## src/rtl/ngp_mass_deposit_grid_assert.svh

```systemverilog
// Assertion macros shared by the grid deposit RTL.
`ifndef NGP_MASS_DEPOSIT_GRID_ASSERT_SVH
`define NGP_MASS_DEPOSIT_GRID_ASSERT_SVH

`ifndef SYNTHESIS
`define ASSERT_IMPLY(lbl, clk, rst_n, ante, cons) \
    lbl: assert property (@(posedge clk) disable iff (!rst_n) (ante) |-> (cons)) \
        else $error("assertion failed");
`define ASSERT_NEXT(lbl, clk, rst_n, ante, cons) \
    lbl: assert property (@(posedge clk) disable iff (!rst_n) (ante) |=> (cons)) \
        else $error("assertion failed");
`else
`define ASSERT_IMPLY(lbl, clk, rst_n, ante, cons)
`define ASSERT_NEXT(lbl, clk, rst_n, ante, cons)
`endif

`endif

```

## src/rtl/ngp_pkg.sv

```systemverilog
package ngp_pkg;

    localparam int GRID_SIDE_DEF = 64;
    localparam int Q_DEPTH       = 4;

    localparam int POS_W   = 32;
    localparam int MASS_W  = 32;
    localparam int SUM_W   = 48;
    localparam int IDX_W   = 12;
    localparam int FUNC_W  = 2;
    localparam int CFG_A_W = 2;
    localparam int OP_W    = 2;

    localparam logic [FUNC_W-1:0] FUNC_DEPOSIT    = 2'd0;
    localparam logic [FUNC_W-1:0] FUNC_READ       = 2'd1;
    localparam logic [FUNC_W-1:0] FUNC_READ_CLEAR = 2'd2;

    localparam logic [CFG_A_W-1:0] CFG_ORIGIN_X = 2'd0;
    localparam logic [CFG_A_W-1:0] CFG_ORIGIN_Y = 2'd1;
    localparam logic [CFG_A_W-1:0] CFG_INV_CELL = 2'd2;

    localparam logic [POS_W-1:0] INV_CELL_RESET = 32'h0001_0000;

    typedef enum logic [OP_W-1:0] {
        OP_DEPOSIT = 2'd0,
        OP_READ    = 2'd1,
        OP_CLEAR   = 2'd2,
        OP_NULL    = 2'd3
    } t_op;

    typedef struct packed {
        logic full;
        logic empty;
    } t_q_stat;

endpackage

```

## src/rtl/ngp_fifo.sv

```systemverilog
`include "ngp_mass_deposit_grid_assert.svh"

module ngp_fifo #(
    parameter int WIDTH = 8,
    parameter int DEPTH = ngp_pkg::Q_DEPTH
) (
    input  logic             i_clk,
    input  logic             i_rst_n,
    input  logic             i_push,
    input  logic [WIDTH-1:0] i_data,
    input  logic             i_pop,
    output logic [WIDTH-1:0] o_data,
    output ngp_pkg::t_q_stat o_stat
);

    localparam int PTR_W = (DEPTH > 1) ? $clog2(DEPTH) : 1;
    localparam int CNT_W = $clog2(DEPTH + 1);

    logic [WIDTH-1:0] r_mem [DEPTH];
    logic [PTR_W-1:0] r_wr_ptr, r_rd_ptr;
    logic [CNT_W-1:0] r_count;

    always_ff @(posedge i_clk) begin
        if (i_push) begin
            r_mem[r_wr_ptr] <= i_data;
        end
    end

    always_ff @(posedge i_clk) begin
        if (!i_rst_n) begin
            r_wr_ptr <= '0;
            r_rd_ptr <= '0;
            r_count  <= '0;
        end else begin
            if (i_push) begin
                r_wr_ptr <= (r_wr_ptr == PTR_W'(DEPTH - 1)) ? '0 : r_wr_ptr + 1'b1;
            end
            if (i_pop) begin
                r_rd_ptr <= (r_rd_ptr == PTR_W'(DEPTH - 1)) ? '0 : r_rd_ptr + 1'b1;
            end
            if (i_push && !i_pop) begin
                r_count <= r_count + 1'b1;
            end else if (i_pop && !i_push) begin
                r_count <= r_count - 1'b1;
            end
        end
    end

    assign o_data       = r_mem[r_rd_ptr];
    assign o_stat.full  = (r_count == CNT_W'(DEPTH));
    assign o_stat.empty = (r_count == '0);

    `ASSERT_IMPLY(a_no_overflow, i_clk, i_rst_n, i_push, !o_stat.full || i_pop)
    `ASSERT_IMPLY(a_no_underflow, i_clk, i_rst_n, i_pop, !o_stat.empty)
    `ASSERT_NEXT(a_push_fills, i_clk, i_rst_n, i_push && !i_pop, !o_stat.empty)

endmodule

```

## config.mk

```make
export PLATFORM = sky130hd
export DESIGN_NAME = ngp_fifo
export DESIGN_NICKNAME = d
export VERILOG_FILES = /design/src/rtl/ngp_pkg.sv /design/src/rtl/ngp_fifo.sv
export VERILOG_INCLUDE_DIRS = /design/src /design/src/rtl
export SDC_FILE = /design/constraint.sdc
export NUM_CORES = 1
export LEC_CHECK = 0
export BUFFER_PORTS_ARGS = -buffer_cell sky130_fd_sc_hd__buf_2
export CAP_MARGIN = 20
export CELL_PAD_IN_SITES_DETAIL_PLACEMENT = 0
export CELL_PAD_IN_SITES_GLOBAL_PLACEMENT = 2
export CORE_MARGIN = 2
export CORE_UTILIZATION = 44
export DETAILED_ROUTE_END_ITERATION = 8
export GPL_TIMING_DRIVEN = 0
export PLACE_DENSITY = 0.87
export SLEW_MARGIN = 30
export SYNTH_ARGS = -nofsm -noshare
export SYNTH_HDL_FRONTEND = slang
export SYNTH_SLANG_ARGS = --single-unit
```

## constraint.sdc

```tcl
create_clock -name i_clk -period 2.95 [get_ports i_clk]
set_input_delay 0.1475 -clock i_clk [delete_from_list [all_inputs] [get_ports i_clk]]
set_output_delay 0.1475 -clock i_clk [all_outputs]
set_load 0.01 [all_outputs]
```

==> Yosys cells after proc, flatten, opt, wreduce, memory -nomap -nowiden <==
Memory sizes are Yosys's and may differ from the RTL's. A register that Yosys moved wholly into a read port is not among the register bits.
Index checks and enable logic that the tools add are counted.
{ "word_totals": {"regBits": 7, "mem_bits_rw": 32, "input_bits": 12, "n_memories": 1} }
{ "op_classes": {"n_addsub": 4, "n_eq_ne": 3, "mux": 8, "n_reduce_logical": 6} }
{ "memory_table": {"columns": ["name", "words", "word_bits", "rd", "rd_clocked_by_memory_dff", "write_ports", "line", "text"], "rows": [
  ["r_mem", 4, 8, 1, 1, 1, "ngp_fifo.sv:19", "logic [WIDTH-1:0] r_mem [DEPTH];"]
]} }
{ "ops": {"columns": ["cell", "n"], "rows": [
  ["2-bit two-way mux", 4],
  ["3-bit two-way mux", 2],
  ["2-bit by 1-bit adder with 2-bit output, second input constant", 2],
  ["2-bit == test, second input constant", 2],
  ["3-bit by 1-bit adder with 3-bit output, second input constant", 1],
  ["3-bit == test, second input constant", 1],
  ["3-bit zero test", 1],
  ["3-bit by 1-bit subtractor with 3-bit output, second input constant", 1],
  ["1-bit logical AND", 2],
  ["1-bit zero test", 2],
  ["1-bit two-way mux", 2],
  ["2-bit nonzero test", 1]
]} }

==> Depth between registers and ports, before layout <==
Gate-level depths: netlist (run 1).
{ "depth": {"ltp_word": 4, "ltp_mapped": 7, "mapped_depth_nobuf": 7} }

==> Least setup slack after synthesis (run 1) <==
OpenSTA, ideal clock, no wires.
{ "synth_timing": {"path_kind": "input to register", "start": "in i_pop", "end": "reg r_count[2]", "setup_time_ps": 70, "t_arrival_ps": 1340, "t_required_ps": 2880, "path_slack_ps": 1540, "cell_stages": 7, "path_buffers": 0, "path_cell_list": "inv_1 ha_1 inv_1 fa_1 xor2_1 or3_1 a21boi_1"} }
{ "synth_between": {"elab_chain_len": 3, "elab_cells_between_ends": 5, "cone_classes": "mux: 1; reduce/logical: 4"} }
{ "synth_rtl": {"columns": ["item", "line", "text"], "rows": [
  ["start: declaration", "ngp_fifo.sv:11", "input logic i_pop,"],
  ["1-bit zero test", "ngp_fifo.sv:41", "if (i_push && !i_pop) begin"],
  ["1-bit logical AND", "ngp_fifo.sv:41", null],
  ["3-bit two-way mux or 2-bit nonzero test (tied branches)", null, null],
  ["end signal: assignment", "ngp_fifo.sv:42", "r_count <= r_count + 1'b1;"],
  ["end signal: assignment", "ngp_fifo.sv:44", "r_count <= r_count - 1'b1;"],
  ["end: declaration", "ngp_fifo.sv:21", "logic [CNT_W-1:0] r_count;"]
]} }
Several ways; a longest one is shown, not always the timed one.
A chain may end at the register's enable or synchronous reset.

==> flow_metrics.env, run 1 <==
export IMPL_status="complete, no violations"
export IMPL_core_mm2=0.00361
export IMPL_initial_core_util_pct=44.8
export IMPL_antenna_cells=0
export IMPL_ioPinCount=22
export IMPL_yosys_warnings=0
export IMPL_synth_seq_cells=41
export IMPL_sw_frac_of_total_pct=22.4
export IMPL_drive_gt1_share_pct=32.2
export IMPL_finalHoldViolCount=0
export IMPL_grt_overflow=0
export IMPL_tightestPinTransition_ns=0.440
export IMPL_rsz0062_at_grt="false"
export IMPL_hold_depth=1
export IMPL_maxCapViolations=0
export IMPL_cts_htree_levels=2
export IMPL_io_buffers=21
export IMPL_power_density_mw_per_mm2=618
export IMPL_worstPathCellList="buf_6 -> mux4_2 -> buf_2"
export IMPL_multi_input_area_um2=443
export IMPL_grt_pass1_wl_um=3880
export IMPL_drt_iter0_markers=34
export IMPL_vias_per_cell=4.86
export IMPL_grt_util_all_layers_pct=12.9
export IMPL_timing_fmax_mhz=624
export IMPL_fin_crit_ns=1.60
export IMPL_grt_antenna_before_repair=0
export IMPL_worstHoldEndpoint="r_mem[1][3]$_DFFE_PP_"
export IMPL_ctsResizeCount=0
export IMPL_cts_buffers=5
export IMPL_p_leak_nw=0.685
export IMPL_hold_buffers=0
export IMPL_regArea_mm2=0.00114
export IMPL_synth_area_mm2=0.00162
export IMPL_critPathMaxFanout=8
export IMPL_place_congestion=0.728
export IMPL_worstPathRequired_ns=2.80
export IMPL_irDropWorstVdd_v=0.000244
export IMPL_place_hpwl_um=1650
export IMPL_final_area_mm2=0.00186
export IMPL_p_comb_share_pct=12.0
export IMPL_timing_slew_headroom_pct=70.6
export IMPL_hold_class="input port to flip-flop"
export IMPL_antenna_left=0
export IMPL_clkPwrFrac_pct=29.4
export IMPL_dr_pass1_iters=4
export IMPL_power_switching_mw=0.258
export IMPL_syn_nets=105
export IMPL_cts_root_buf="clkbuf_8"
export IMPL_r2r_start="r_count[0]$_SDFFE_PN0P_"
export IMPL_crit_family="multiplexers"
export IMPL_die_x_um=64.6
export IMPL_cts_buffer_depth=2
export IMPL_worstPathArrival_ns=1.46
export IMPL_syn_to_final_growth_pct=15.3
export IMPL_tritoncts="done"
export IMPL_row_count=22
export IMPL_cts_sinks=41
export IMPL_maxSlewViolCount=0
export IMPL_fin_nets=133
export IMPL_drt_wirelength_per_cell_um=14.2
export IMPL_reg2reg_depth=4
export IMPL_hp_start="i_data[3]"
export IMPL_synth_area_per_cell_um2=18.8
export IMPL_worstSetupEndpointType="primary output"
export IMPL_r2r_end="r_count[2]$_SDFFE_PN0P_"
export IMPL_fin_worst_skew_ns=0.0114
export IMPL_setup_ws_ns=1.35
export IMPL_setup_viol=0
export IMPL_clk_transition_reported_paths_ns=0.08
export IMPL_cp_num_buf_inv=2
export IMPL_fill_cells=314
export IMPL_grt_max_degree=13
export IMPL_seq_area_frac_synth_pct=70.6
export IMPL_crit_slowest_cell="mux4_2"
export IMPL_post_route_period_util_pct=54.4
export IMPL_vias=792
export IMPL_cts_setup_buffers=0
export IMPL_rrSetupSlack_ns=1.49
export IMPL_chipHeight_um=64.6
export IMPL_grt_pass1_vias=804
export IMPL_seqPwrFrac_pct=58.6
export IMPL_clock_latency_ns=0.29
export IMPL_wl_um=2320
export IMPL_place_ws_ns=1.34
export IMPL_synth_cell_types=20
export IMPL_critPathLaunchType="flip-flop"
export IMPL_synthCells=86
export IMPL_dpl_cell_area_mm2=0.00178
export IMPL_drcViolationCount=0
export IMPL_p_int_mw=0.892
export IMPL_path_class="flip-flop to primary output"
export IMPL_tns_ns=0
export IMPL_dieArea_mm2=0.00417
export IMPL_max_stage_delay_ns=0.52
worst register-to-register path: stages (launching register included):
cell and delay (ns):
dfxtp_1 0.36, fa_1 0.44, xor2_1 0.16, or3_1 0.30, a21boi_1 0.14
flip-flops by register name (all words and copies together), names as in the netlist, named ones only:
| register | flops |
|---|---|
| r_mem | 32 |
| r_count | 3 |
| r_rd_ptr | 2 |
| r_wr_ptr | 2 |
power groups by stage:
stage / clock network (mW) / logic, mW / registers (mW)
4_1_cts: 0.346 / 0.141 / 0.674
2_1_floorplan: 0 / 0.0926 / 0.683
5_1_grt: 0.383 / 0.153 / 0.677
3_3_place_gp: 0 / 0.138 / 0.685
3_5_place_dp: 0 / 0.141 / 0.687
6_report: 0.338 / 0.138 / 0.674
metal layers:
layer / vias to the layer above / global-route usage [%] / wire, um
li1: 380 / - / -
met1: 389 / 15.7 / 1050
met2: 19 / 19.9 / 1110
met3: 4 / 5.56 / 119
met4: 0 / 5.59 / 34
met5: - / 0 / 0
worst max-delay path by stage:
stage / start / end / cells past startpoint
3_3_place_gp: i_pop / r_count[2]$_SDFFE_PN0P_ / 8
3_5_place_dp: i_pop / r_count[2]$_SDFFE_PN0P_ / 8
4_1_cts: flip-flop / o_data[7] / 3
6_report: flip-flop / o_data[7] / 3
5_1_grt: flip-flop / o_data[7] / 3
2_1_floorplan: i_pop / r_count[2]$_SDFFE_PN0P_ / 7
layout by cell type, fill, tap and decap left out:
master | netlist | layout
xnor2_1 | 1 | 1
edfxtp_1 | 32 | 32
or3_1 | 1 | 1
o21ai_0 | 1 | 1
dfxtp_1 | 9 | 9
xor2_1 | 1 | 1
inv_1 | 4 | 4
ha_1 | 6 | 6
nor3b_1 | 1 | 1
buf_6 | 1 | 1
fa_1 | 1 | 1
clkinv_2 | 0 | 1
clkbuf_1 | 0 | 2
clkbuf_2 | 1 | 1
clkbuf_8 | 0 | 5
a21boi_1 | 1 | 1
and2_1 | 5 | 5
mux2i_1 | 4 | 4
buf_2 | 0 | 21
o21a_1 | 1 | 1
nor2_1 | 1 | 1
nor2b_1 | 5 | 5
mux4_2 | 8 | 8
nor3_1 | 2 | 2
cell families after synthesis:
group	count (synthesis)	synth area share (%)
AOI/OAI and AO/OA	3	1.24
xor gates and xnor gates	2	1.08
adders and majority gates	7	5.89
buffers and inverters	6	1.94
DFF	41	70.6
muxes	12	13.6
and+or+nand+nor	15	5.58
synthesized netlist by cell type:
cell type	instances	area share, %
edfxtp_1	32	59
mux2i_1	4	2.5
fa_1	1	1.2
o21ai_0	1	0.31
nor3_1	2	0.62
and2_1	5	1.9
a21boi_1	1	0.46
dfxtp_1	9	11
nor3b_1	1	0.46
ha_1	6	4.6
xnor2_1	1	0.54
mux4_2	8	11
inv_1	4	0.93
buf_6	1	0.70
or3_1	1	0.39
o21a_1	1	0.46
nor2_1	1	0.23
nor2b_1	5	1.9
clkbuf_2	1	0.31
xor2_1	1	0.54
stage by stage:
step	instances	hold slack (ns)	util, %	total power [mW]
after floorplan	86	0.246	-	0.775
after global placement	155	0.360	49.4	0.824
after detailed placement	155	0.372	49.4	0.828
final	163	0.0753	51.6	1.15
after CTS	163	0.0699	51.6	1.16
after global routing	163	0.0612	51.6	1.21
cell type report:
cell class                 instances  area share (%)
sequential                        41            61.3
multi-input combinational         39            23.8
timing repair buffer              21            5.65
clock buffer                       7            4.10
tap                               48            3.23
buffer                             2           0.874
inverter                           4           0.806
clock inverter                     1           0.269
No activity file was read; power rests on OpenSTA's default activity.
==> run 2, diff against run 1 <==
--- a/config.mk
+++ b/config.mk
@@ -6,15 +6,16 @@
 export SDC_FILE = /design/constraint.sdc
 export NUM_CORES = 1
 export LEC_CHECK = 0
+export ABC_AREA = 1
 export BUFFER_PORTS_ARGS = -buffer_cell sky130_fd_sc_hd__buf_2
 export CAP_MARGIN = 20
 export CELL_PAD_IN_SITES_DETAIL_PLACEMENT = 0
 export CELL_PAD_IN_SITES_GLOBAL_PLACEMENT = 2
 export CORE_MARGIN = 2
-export CORE_UTILIZATION = 44
+export CORE_UTILIZATION = 37
 export DETAILED_ROUTE_END_ITERATION = 8
 export GPL_TIMING_DRIVEN = 0
-export PLACE_DENSITY = 0.87
+export PLACE_DENSITY = 0.82
 export SLEW_MARGIN = 30
 export SYNTH_ARGS = -nofsm -noshare
 export SYNTH_HDL_FRONTEND = slang
==> constraint.sdc (replaced) <==
create_clock -name i_clk -period 1.5 [get_ports i_clk]
set_input_delay 0.075 -clock i_clk [delete_from_list [all_inputs] [get_ports i_clk]]
set_output_delay 0.075 -clock i_clk [all_outputs]
set_load 0.01 [all_outputs]
==> flow_metrics.env, run 2 <==
export IMPL_finalHoldViolCount=0
export IMPL_hp_start="i_data[4]"
export IMPL_yosys_warnings=0
export IMPL_dr_pass1_iters=7
export IMPL_top_regs="r_mem (32), r_count (3)"
export IMPL_layout_cells_non_filler=222
export IMPL_cts_buffer_depth=2
export IMPL_cts_buffers=5
export IMPL_row_count=24
export IMPL_synth_compound_area_share_pct=10.2
export IMPL_syn_to_final_growth_pct=19.6
export IMPL_grt_max_degree=13
export IMPL_antenna_left=0
export IMPL_cts_sinks=41
export IMPL_r2r_end="r_mem[3][4]$_DFFE_PP_"
export IMPL_chipHeight_um=70.8
export IMPL_synth_mux_area_share_pct=0
export IMPL_ioPinCount=22
export IMPL_critPathMaxFanout=10
export IMPL_grt_pass1_vias=1080
export IMPL_syn_nets=154
export IMPL_place_hpwl_um=2110
export IMPL_dieArea_mm2=0.00501
export IMPL_synth_xor_area_share_pct=0.530
export IMPL_synth_top_area_share_pct=58.2
export IMPL_initial_core_util_pct=38.2
export IMPL_hold_class="input port to flip-flop"
export IMPL_place_congestion=0.797
export IMPL_synth_top_family_by_area="compound AO/OA/AOI/OAI gates"
export IMPL_die_x_um=70.8
export IMPL_synthAdderAreaFrac_pct=5.76
export IMPL_antenna_cells=0
export IMPL_clock_latency_ns=0.29
export IMPL_synth_top_cells_by_count="32 x edfxtp_1, 22 x nor2_1, 15 x inv_1, 15 x o21ai_0, 9 x dfxtp_1"
export IMPL_synth_async_reset_ratio_pct=0
export IMPL_cts_root_buf="clkbuf_8"
export IMPL_largest_register="r_mem"
export IMPL_io_buffers=21
export IMPL_drt_iter0_markers=60
export IMPL_maxSlewViolCount=0
export IMPL_worstSetupEndpointType="primary output"
export IMPL_cp_num_buf_inv=3
export IMPL_regArea_mm2=0.00115
export IMPL_status="complete, no violations"
export IMPL_power_mw=2.30
export IMPL_critPathLaunchType="flip-flop"
export IMPL_r2r_start="r_wr_ptr[0]$_SDFFE_PN0P_"
export IMPL_grt_pass1_wl_um=5290
export IMPL_largest_register_ffs=32
export IMPL_reg2reg_depth=3
export IMPL_yosys_area_top_type="edfxtp_1"
export IMPL_grt_overflow=0
export IMPL_max_stage_delay_ns=0.38
export IMPL_cts_setup_buffers=0
export IMPL_worstPathArrival_ns=1.32
export IMPL_final_area_mm2=0.00198
export IMPL_maxCapViolations=0
export IMPL_final_common_cell="edfxtp_1"
export IMPL_synth_flop_cell="edfxtp_1"
export IMPL_setup_viol=0
export IMPL_synthCells=135
export IMPL_irDropWorstVdd_v=0.000616
export IMPL_synth_area_top_cells="edfxtp_1 58%, dfxtp_1 11%, nor2_1 5.0%"
export IMPL_rrSetupSlack_ns=0.20
export IMPL_dp_cells=208
export IMPL_synth_edf_count=32
export IMPL_synthSimpleGateAreaFrac_pct=9.47
export IMPL_timing_fmax_mhz=718
export IMPL_tns_ns=0
export IMPL_worstPathRequired_ns=1.42
export IMPL_fin_worst_skew_ns=0.00497
export IMPL_drt_wirelength_per_cell_um=14.0
export IMPL_timing_slew_headroom_pct=73.6
export IMPL_seq_area_frac_synth_pct=69.1
export IMPL_path_class="flip-flop to primary output"
export IMPL_synth_area_per_cell_um2=12.2
export IMPL_synth_area_mm2=0.00165
export IMPL_grt_util_all_layers_pct=14.3
export IMPL_tightestPinTransition_ns=0.395
export IMPL_clk_transition_reported_paths_ns=0.07
export IMPL_yosysMostFrequentCell="edfxtp_1"
export IMPL_fin_crit_ns=1.39
export IMPL_power_density_mw_per_mm2=1160
export IMPL_holdWs_ns=0.0147
export IMPL_fin_nets=188
export IMPL_grt_antenna_before_repair=0
export IMPL_worstHoldEndpoint="r_mem[1][4]$_DFFE_PP_"
export IMPL_wl_um=3100
export IMPL_p_leak_nw=0.796
export IMPL_crit_family="buffers and inverters"
export IMPL_core_mm2=0.00432
export IMPL_rsz0062_at_grt="false"
export IMPL_vias=1074
export IMPL_vias_per_cell=4.84
export IMPL_worstPathCellList="inv_4 -> buf_8 -> nor2_1 -> o22ai_1 -> buf_2"
export IMPL_tritoncts="done"
export IMPL_dpl_cell_area_mm2=0.00182
export IMPL_synth_seq_cells=41
export IMPL_layout_common_cells="32 x edfxtp_1, 22 x nor2_1, 21 x buf_2, 15 x o21ai_0, 14 x inv_1"
export IMPL_fill_cells=422
export IMPL_drcViolationCount=0
export IMPL_cts_htree_levels=2
export IMPL_crit_slowest_cell="dfxtp_4"
export IMPL_synth_cell_types=19
export IMPL_drive_gt1_share_pct=22.4
export IMPL_multi_input_area_um2=428
export IMPL_hold_depth=1
export IMPL_post_route_period_util_pct=92.8
run 2: cell types whose count changed in the layout (fill, tap and decap cells not counted), moves of 3 or more:
| cell | before | now |
|---|---|---|
| a21oi_1 | 0 | 3 |
| and2_1 | 5 | 0 |
| dlygate4sd3_1 | 0 | 6 |
| inv_1 | 4 | 14 |
| mux2i_1 | 4 | 0 |
| mux4_2 | 8 | 0 |
| nand2_1 | 0 | 8 |
| nor2_1 | 1 | 22 |
| nor2b_1 | 5 | 0 |
| o21ai_0 | 1 | 15 |
| o22ai_1 | 0 | 8 |
run 2: power breakdown:
group | switching [mW] | internal, mW | total [mW] | leakage, nW
Sequential | 0.0422 | 1.29 | 1.33 | 0.370
Clock | 0.342 | 0.322 | 0.663 | 0.0450
Combinational | 0.178 | 0.127 | 0.305 | 0.381
Total | 0.562 | 1.74 | 2.30 | 0.796
run 2: cells by family (layout without fill, tap and decap cells):
group           Yosys count  count (layout)
flops                    41              41
simple gates             38              38
compound gates           30              30
buf+inv                  18              53
fa+ha+maj                 7               7
xor+xnor                  1               1
run 2: through the flow:
step | util, % | setup WS (ns)
after floorplan | - | 0.352
after global placement | 42.1 | 0.191
after detailed placement | 42.1 | 0.172
after CTS | 44.8 | 0.00922
after global routing | 45.7 | 0.0108
final | 45.7 | 0.108
run 2: layer usage:
layer | global-route usage (%) | share of wire (%) | vias up
met5 | 0 | 0 | -
met4 | 5.03 | 1.4 | 0
met3 | 5.70 | 4.6 | 6
met2 | 23.3 | 49 | 27
met1 | 17.4 | 45 | 503
li1 | - | - | 538
run 2: cell type report:
| class | count | area share, % |
|---|---|---|
| Sequential cell | 41 | 58.0 |
| Multi-Input combinational cell | 76 | 21.7 |
| Timing Repair Buffer | 27 | 8.36 |
| Clock buffer | 6 | 3.67 |
| Tap cell | 52 | 3.29 |
| Inverter | 16 | 3.17 |
| Buffer | 2 | 1.33 |
| Clock inverter | 2 | 0.507 |
run 2: worst max path at each step:
stage / from / endpoint / slack, ns / cells past startpoint
floorplan: r_count[0]$_SDFFE_PN0P_ / r_count[2]$_SDFFE_PN0P_ / 0.35 / 7
global placement: i_pop / r_count[2]$_SDFFE_PN0P_ / 0.19 / 11
detailed placement: i_pop / r_count[2]$_SDFFE_PN0P_ / 0.17 / 11
CTS: flip-flop / o_data[7] / 0.009 / 5
global route: flip-flop / o_data[7] / 0.01 / 5
finish: flip-flop / o_data[7] / 0.11 / 5
run 2: timing repair:
action / CTS / global route
pin swaps: 0 / 1
setup endpoints to repair: 8 / 7
cloned: 0 / 0
hold buffers: 3 / 3
resized for setup: 2 / 4
hold endpoints to repair: 12 / 7
